<file path="src/rtl/core/erpt_pkg.sv">
package erpt_pkg;

  localparam int ANGLE_STEPS    = 256;
  localparam int ANGLE_W        = $clog2(ANGLE_STEPS);
  localparam int QUARTER        = ANGLE_STEPS / 4;
  localparam int HALF_TURN      = ANGLE_STEPS / 2;
  localparam int COORD_WIDTH    = 32;
  localparam int TRIG_FRAC_BITS = 14;
  localparam int TRIG_W         = TRIG_FRAC_BITS + 2;
  localparam int CFG_DATA_W     = 8;
  localparam int CFG_IDX_W      = 2;
  localparam int NUM_AXES       = 3;
  localparam int NUM_COEF       = NUM_AXES * NUM_AXES;
  localparam int COEF_IDX_W     = $clog2(NUM_COEF);

  // matrix positions, row-major
  localparam int M00 = 0;
  localparam int M01 = 1;
  localparam int M02 = 2;
  localparam int M10 = 3;
  localparam int M11 = 4;
  localparam int M12 = 5;
  localparam int M20 = 6;
  localparam int M21 = 7;
  localparam int M22 = 8;

  typedef logic signed [TRIG_W-1:0]      trig_t;
  typedef logic signed [COORD_WIDTH-1:0] coord_t;
  typedef trig_t                         coef_arr_t [NUM_COEF];

  typedef enum logic [CFG_IDX_W-1:0] {
    REG_ANGLE_X = CFG_IDX_W'(0),
    REG_ANGLE_Y = CFG_IDX_W'(1),
    REG_ANGLE_Z = CFG_IDX_W'(2)
  } cfg_reg_e;

  localparam trig_t TRIG_ONE = trig_t'(1 << TRIG_FRAC_BITS);

  // pi/2 in unsigned Q60
  localparam logic [63:0] HALF_PI_Q60 = 64'h1921FB54442D1846;

  function automatic logic [63:0] mul_q60(logic [63:0] a, logic [63:0] b);
    logic [127:0] p;
    p = {64'd0, a} * {64'd0, b};
    return p[123:60];
  endfunction

  // taylor series of sine over the first quarter turn
  function automatic trig_t quarter_sine(int j);
    logic [63:0] jj;
    logic [63:0] theta;
    logic [63:0] x2;
    logic [63:0] term;
    logic [63:0] sum;
    jj    = 64'(j);
    theta = (HALF_PI_Q60 / QUARTER) * jj + ((HALF_PI_Q60 % QUARTER) * jj) / QUARTER;
    x2    = mul_q60(theta, theta);
    term  = theta;
    sum   = theta;
    for (int k = 1; k <= 13; k++) begin
      term = mul_q60(term, x2) / 64'((2 * k) * (2 * k + 1));
      if (k[0]) begin
        sum = sum - term;
      end else begin
        sum = sum + term;
      end
    end
    sum = sum + (64'd1 << (59 - TRIG_FRAC_BITS));
    return trig_t'(sum >> (60 - TRIG_FRAC_BITS));
  endfunction

  function automatic logic [ANGLE_STEPS*TRIG_W-1:0] build_sine_table();
    logic [ANGLE_STEPS*TRIG_W-1:0] tbl;
    trig_t                         v;
    tbl = '0;
    for (int i = 0; i < ANGLE_STEPS; i++) begin
      if (i < QUARTER) begin
        v = quarter_sine(i);
      end else if (i < HALF_TURN) begin
        v = quarter_sine(HALF_TURN - i);
      end else if (i < HALF_TURN + QUARTER) begin
        v = -quarter_sine(i - HALF_TURN);
      end else begin
        v = -quarter_sine(ANGLE_STEPS - i);
      end
      tbl[i*TRIG_W +: TRIG_W] = v;
    end
    return tbl;
  endfunction

  localparam logic [ANGLE_STEPS*TRIG_W-1:0] SINE_TABLE = build_sine_table();

  function automatic trig_t sine_lookup(logic [ANGLE_W-1:0] idx);
    return trig_t'(SINE_TABLE[idx*TRIG_W +: TRIG_W]);
  endfunction

endpackage

</file>
<file path="src/rtl/core/erpt_coef_gen.sv">
module erpt_coef_gen (
  input  logic                           clk_i,
  input  logic                           rst_ni,
  input  logic                           cfg_valid_i,
  output logic                           cfg_ready_o,
  input  logic [erpt_pkg::CFG_IDX_W-1:0]  cfg_idx_i,
  input  logic [erpt_pkg::CFG_DATA_W-1:0] cfg_data_i,
  output logic                           busy_o,
  output erpt_pkg::coef_arr_t            coef_o
);
  import erpt_pkg::*;

  localparam int PROD2_W = 2 * TRIG_W;
  localparam int PROD3_W = 3 * TRIG_W;
  localparam int SUM_W   = PROD3_W + 1;
  localparam int SHIFT   = 2 * TRIG_FRAC_BITS;

  localparam logic signed [SUM_W-1:0] RND_BIAS = SUM_W'(1) <<< (SHIFT - 1);
  localparam logic signed [SUM_W-1:0] CLAMP_HI = SUM_W'(1) <<< TRIG_FRAC_BITS;
  localparam logic signed [SUM_W-1:0] CLAMP_LO = -CLAMP_HI;

  typedef enum logic [3:0] {
    ST_IDLE  = 4'b0001,
    ST_LOAD  = 4'b0010,
    ST_RUN   = 4'b0100,
    ST_DRAIN = 4'b1000
  } gen_state_e;

  gen_state_e state_q, state_d;

  logic [CFG_DATA_W-1:0] ang_x_q, ang_y_q, ang_z_q;
  logic [ANGLE_W-1:0]    ax, ay, az;
  logic                  cfg_we, rebuild;

  trig_t sx_q, cx_q, sy_q, cy_q, sz_q, cz_q;

  logic [COEF_IDX_W-1:0] idx_q, idx1_q, idx2_q, idx3_q;
  logic                  v1_q, v2_q, v3_q;

  trig_t op_a, op_b, op_c, op_d, op_e, op_f;
  logic  neg_a, neg_d;

  logic signed [PROD2_W-1:0] p_ab_q, p_de_q;
  trig_t                     c1_q, f1_q;
  logic                      neg_a1_q, neg_d1_q, neg_a2_q, neg_d2_q;
  logic signed [PROD3_W-1:0] t1_q, t2_q;
  logic signed [SUM_W-1:0]   sum_q, rnd;
  trig_t                     coef_new;
  coef_arr_t                 coef_q;

  assign cfg_ready_o = (state_q == ST_IDLE);
  assign busy_o      = !cfg_ready_o;
  assign cfg_we      = cfg_valid_i && cfg_ready_o;
  assign rebuild     = cfg_we && (cfg_idx_i == REG_ANGLE_X || cfg_idx_i == REG_ANGLE_Y ||
                                  cfg_idx_i == REG_ANGLE_Z);

  always_ff @(posedge clk_i or negedge rst_ni) begin
    if (!rst_ni) begin
      ang_x_q <= '0;
      ang_y_q <= '0;
      ang_z_q <= '0;
    end else if (cfg_we) begin
      unique case (cfg_idx_i)
        REG_ANGLE_X: ang_x_q <= cfg_data_i;
        REG_ANGLE_Y: ang_y_q <= cfg_data_i;
        REG_ANGLE_Z: ang_z_q <= cfg_data_i;
        default: ;
      endcase
    end
  end

  // angles wrap on the low bits
  assign ax = ANGLE_W'(ang_x_q);
  assign ay = ANGLE_W'(ang_y_q);
  assign az = ANGLE_W'(ang_z_q);

  always_ff @(posedge clk_i) begin
    sx_q <= sine_lookup(ax);
    cx_q <= sine_lookup(ax + ANGLE_W'(QUARTER));
    sy_q <= sine_lookup(ay);
    cy_q <= sine_lookup(ay + ANGLE_W'(QUARTER));
    sz_q <= sine_lookup(az);
    cz_q <= sine_lookup(az + ANGLE_W'(QUARTER));
  end

  always_comb begin
    state_d = state_q;
    unique case (state_q)
      ST_IDLE:  if (rebuild) state_d = ST_LOAD;
      ST_LOAD:  state_d = ST_RUN;
      ST_RUN:   if (idx_q == COEF_IDX_W'(NUM_COEF - 1)) state_d = ST_DRAIN;
      ST_DRAIN: if (!v1_q && !v2_q && !v3_q) state_d = ST_IDLE;
      default:  state_d = ST_IDLE;
    endcase
  end

  always_ff @(posedge clk_i or negedge rst_ni) begin
    if (!rst_ni) begin
      state_q <= ST_IDLE;
      idx_q   <= '0;
      v1_q    <= 1'b0;
      v2_q    <= 1'b0;
      v3_q    <= 1'b0;
    end else begin
      state_q <= state_d;
      if (state_q == ST_RUN) begin
        idx_q <= idx_q + COEF_IDX_W'(1);
      end else begin
        idx_q <= '0;
      end
      v1_q <= (state_q == ST_RUN);
      v2_q <= v1_q;
      v3_q <= v2_q;
    end
  end

  // each coefficient is +-a*b*c +- d*e*f
  always_comb begin
    op_a  = '0;
    op_b  = '0;
    op_c  = '0;
    op_d  = '0;
    op_e  = '0;
    op_f  = '0;
    neg_a = 1'b0;
    neg_d = 1'b0;
    unique case (idx_q)
      M00: begin
        op_a = cy_q; op_b = cz_q; op_c = TRIG_ONE;
      end
      M01: begin
        op_a = cy_q; op_b = sz_q; op_c = TRIG_ONE;
      end
      M02: begin
        op_a = sy_q; op_b = TRIG_ONE; op_c = TRIG_ONE; neg_a = 1'b1;
      end
      M10: begin
        op_a = sx_q; op_b = sy_q; op_c = cz_q;
        op_d = cx_q; op_e = sz_q; op_f = TRIG_ONE; neg_d = 1'b1;
      end
      M11: begin
        op_a = sx_q; op_b = sy_q; op_c = sz_q;
        op_d = cx_q; op_e = cz_q; op_f = TRIG_ONE;
      end
      M12: begin
        op_a = cy_q; op_b = sx_q; op_c = TRIG_ONE;
      end
      M20: begin
        op_a = cx_q; op_b = sy_q; op_c = cz_q;
        op_d = sx_q; op_e = sz_q; op_f = TRIG_ONE;
      end
      M21: begin
        op_a = cx_q; op_b = sy_q; op_c = sz_q;
        op_d = sx_q; op_e = cz_q; op_f = TRIG_ONE; neg_d = 1'b1;
      end
      M22: begin
        op_a = cx_q; op_b = cy_q; op_c = TRIG_ONE;
      end
      default: ;
    endcase
  end

  always_ff @(posedge clk_i) begin
    p_ab_q   <= PROD2_W'(op_a) * PROD2_W'(op_b);
    p_de_q   <= PROD2_W'(op_d) * PROD2_W'(op_e);
    c1_q     <= op_c;
    f1_q     <= op_f;
    neg_a1_q <= neg_a;
    neg_d1_q <= neg_d;
    idx1_q   <= idx_q;

    t1_q     <= PROD3_W'(p_ab_q) * PROD3_W'(c1_q);
    t2_q     <= PROD3_W'(p_de_q) * PROD3_W'(f1_q);
    neg_a2_q <= neg_a1_q;
    neg_d2_q <= neg_d1_q;
    idx2_q   <= idx1_q;

    sum_q  <= (neg_a2_q ? -SUM_W'(t1_q) : SUM_W'(t1_q)) +
              (neg_d2_q ? -SUM_W'(t2_q) : SUM_W'(t2_q));
    idx3_q <= idx2_q;
  end

  always_comb begin
    rnd = (sum_q + RND_BIAS) >>> SHIFT;
    if (rnd > CLAMP_HI) begin
      coef_new = trig_t'(CLAMP_HI);
    end else if (rnd < CLAMP_LO) begin
      coef_new = trig_t'(CLAMP_LO);
    end else begin
      coef_new = trig_t'(rnd);
    end
  end

  // reset angles are zero, so the matrix starts as identity
  always_ff @(posedge clk_i or negedge rst_ni) begin
    if (!rst_ni) begin
      for (int k = 0; k < NUM_COEF; k++) begin
        coef_q[k] <= (k == M00 || k == M11 || k == M22) ? TRIG_ONE : '0;
      end
    end else if (v3_q) begin
      coef_q[idx3_q] <= coef_new;
    end
  end

  assign coef_o = coef_q;

endmodule

</file>
<file path="config.mk">
export PLATFORM = sky130hd
export DESIGN_NAME = erpt_coef_gen
export DESIGN_NICKNAME = d
export VERILOG_FILES = /design/src/rtl/core/erpt_pkg.sv /design/src/rtl/core/erpt_coef_gen.sv
export SDC_FILE = /design/constraint.sdc
export NUM_CORES = 2
export LEC_CHECK = 0
export BUFFER_PORTS_ARGS = -buffer_cell sky130_fd_sc_hd__buf_2
export CORE_ASPECT_RATIO = 0.8
export CORE_MARGIN = 1.5
export CORE_UTILIZATION = 35
export DETAILED_ROUTE_END_ITERATION = 8
export GPL_ROUTABILITY_DRIVEN = 0
export HOLD_SLACK_MARGIN = 0.06
export PLACE_DENSITY = 0.53
export SETUP_SLACK_MARGIN = 0.2
export SLEW_MARGIN = 15
export SYNTH_ARGS = -nofsm -noshare
export SYNTH_HDL_FRONTEND = slang
export SYNTH_SLANG_ARGS = --single-unit
</file>
<file path="constraint.sdc">
create_clock -name clk_i -period 10.4 [get_ports clk_i]
set_input_delay 0.52 -clock clk_i [delete_from_list [all_inputs] [get_ports clk_i]]
set_output_delay 0.52 -clock clk_i [all_outputs]
set_load 0.1 [all_outputs]
</file>
==> reports/metrics.csv <==
stage,metric,value,unit
yosys,synth_top_cell_area_share,30.24,%
yosys,yosysTopAreaCell,fa_1,
setup_path,required,10.90,ns
yosys,synth_area_per_cell,8.392,sq um
yosys,postSynthCellCount,7966,
floorplan,floorplan.initialDensity,35.22,%
sta,setup_viol_count_final,0,
setup_path,crit_path_frequent_cell,fa_1,
floorplan,dieWidth,491.6,microns
sta,final_max_slew_viol_count,0,
sta,slew_headroom,13.49,%
yosys,yosysSeqAreaShare,15.54,%
place,numPortBuffers,158,
floorplan,die_y,393.9,microns
setup_path,cp-startpoint,idx_q[0],
sta,fin_crit,8.628,ns
yosys,netlist_area,66850,sq um
cells_and_area,antenna_cells,0,
setup_path,r2r-start,idx_q[0],
clocking,cts.sinks,474,
yosys,synth-seq-cells,474,
setup_path,critical_path_class,flop to flop,
global_routing,grt_max_degree,108,
floorplan,die_area,193700,sq um
hold_path,min_from,cfg_data_i[3],
cells_and_area,layout_common_cells,"inv_1, fa_1, nand2_1",
setup_path,slowest_delay,0.88,ns
clocking,clkSlewWorstSetupHoldPaths,0.07,ns
setup_path,startpoint_type,flop,
sta,hold_viol,0,
clocking,cts_resized,0,
yosys,synth_edf_count,0,
clocking,insertion_delay,0.67,ns
sta,timing_worst_slew_pin_value,1.293,ns
yosys,ys_async_sr_fraction,37.76,%
floorplan,io_pins,159,
sta,skew,0.04345,ns
place,dpl.hpwl,171.0,mm
yosys,synth_warnings,0,
setup_path,crit_arrival,9.13,ns
cells_and_area,fin_nets,9207,
hold_path,hold_path_class,primary input to flop,
detailed_routing,routed_wl,223.8,mm
floorplan,num_rows,143,
setup_path,cp-end-kind,flop,
yosys,synth_fp_nets,9351,
global_routing,grt_pass1_wl,346.4,mm
setup_path,slowest_stage,a221oi_1,
detailed_routing,drc,6,
yosys,synth_area_leaders,"fa_1, dfxtp_1, ha_1",
global_routing,overflow,0,
detailed_routing,firstDrtPassIters,9,
job,cap_viol_max_count,0,
clocking,h-tree-depth,2,
sta,fmax,115.9,MHz
global_routing,grt_pass1_vias,56880,
sta,setup_tns,0,ns
cells_and_area,final-seq-area,10430,sq um
clocking,root_buffer,clkbuf_16,
clocking,cts_tree,done,
setup_path,crit_path_max_fanout,33,
status,violations,design-rule violations,
yosys,yosys_most_used_dff,dfxtp_1,
clocking,cts_buffers,51,
sta,fin_crit_sh,82.97,%
detailed_routing,vias,57520,
cells_and_area,drive_gt1_share,7.338,%
cells_and_area,multi_input_area,50430,sq um
detailed_routing,routedWlPerCell,21.52,microns
clocking,clockBufferDepth,3,
detailed_routing,ant_nets,0,
sta,rsz0062_at_grt,false,
global_routing,antenna_found_initial,1,
cells_and_area,area_growth,7.486,%
detailed_routing,via_per_inst,5.530,
floorplan,core,189800,sq um
cells_and_area,final_common_cell,inv_1,
yosys,yosysUniqueCellTypes,96,
detailed_routing,drtIter0Drc,6513,
global_routing,grtUsageTotal,22.74,%
status,outcome,"complete, but fails checks",
cells_and_area,fill_cells,19500,
kinds of logic (layout without fill, tap and decap cells):
group,Yosys count,after routing,synth area share (%)
simple gates,2425,2425,16.25
mux,153,153,2.822
xor+xnor,226,226,2.981
buf+inv,1625,1522,9.143
fa+ha+maj,1372,1372,37.02
compound gates,1691,1691,16.24
flops,474,474,15.54
synthesized netlist by cell type (all sizes together) (65+ instances only):
library cell / count
o31ai: 100
buf: 79
inv: 1137
a31oi: 75
a22oi: 68
mux2: 94
ha: 362
nor3: 86
fa: 1010
nand2: 1001
xnor2: 182
and2: 248
clkbuf: 402
o21ai: 401
nand2b: 95
a21o: 65
nor2: 675
a211oi: 78
dfrtp: 175
nand3: 128
dfxtp: 295
a21oi: 475
worst max-delay path, delay by kind of cell (launching register included):
family          cells  cell delay, ns
flops               1            0.45
simple gates        9            1.62
buf+inv             4            0.43
fa+ha+maj           8            3.62
compound gates      6            2.19
xor+xnor            1            0.13
final cells by class:
| cell class | count | share of cell area, % |
|---|---|---|
| Sequential cell | 474 | 14.51 |
| Tap cell | 2537 | 4.417 |
| Multi-Input combinational cell | 5867 | 70.18 |
| Clock buffer | 64 | 1.969 |
| Timing Repair Buffer | 284 | 2.432 |
| Inverter | 1144 | 5.976 |
| Clock inverter | 30 | 0.5206 |
sequential cells by signal, summed over array words and instances, names as in the netlist, 8 cells and up:
register,cells
sy_q,16
p_ab_q,32
cy_q,16
ang_y_q,8
t1_q,48
cx_q,16
coef_o,144
ang_z_q,8
ang_x_q,8
c1_q,16
sz_q,16
t2_q,32
sum_q,22
p_de_q,32
sx_q,16
cz_q,16
metal layers:
metal	wire length, microns	track usage [%]	vias up
met5	7	0	-
met4	6960	6.200	2
met3	22310	5.003	492
met2	92360	32.69	2897
met1	102200	33.96	28390
li1	-	-	25740
path summary, 6_finish.rpt:
kind	end	slack, ns	cells past startpoint
setup / recovery	p_ab_q[31]	1.77	28
setup reg to reg	p_ab_q[31]	1.77	28
min in group asynchronous	coef_o[33]	0.52	2
max in group asynchronous	ang_y_q[3]	8.63	3
hold reg to reg	idx3_q[2]	0.33	0
hold / removal	ang_x_q[3]	0.13	3
per-stage QoR:
stage	instance area (sq um)	worst slack, ns	std cells	util [%]	hold slack (ns)
detailed placement	70050	1.833	10300	36.90	0.3199
global placement	70050	2.022	10300	36.90	0.3214
global route	71860	1.121	10400	37.85	0.1320
CTS	71850	1.758	10400	37.85	0.1063
floorplan	66850	2.541	7966	-	0.2244
finish	71860	1.772	10400	37.85	0.1310
repair_timing:
item / CTS / global route
hold buffers: 1 / 0
buffers inserted: 0 / 0
hold endpoints to repair: 101 / 0
Power is left out: the tool's default activity adds up to more than one toggle a clock period on the data nets, which glitch-free logic cannot reach.
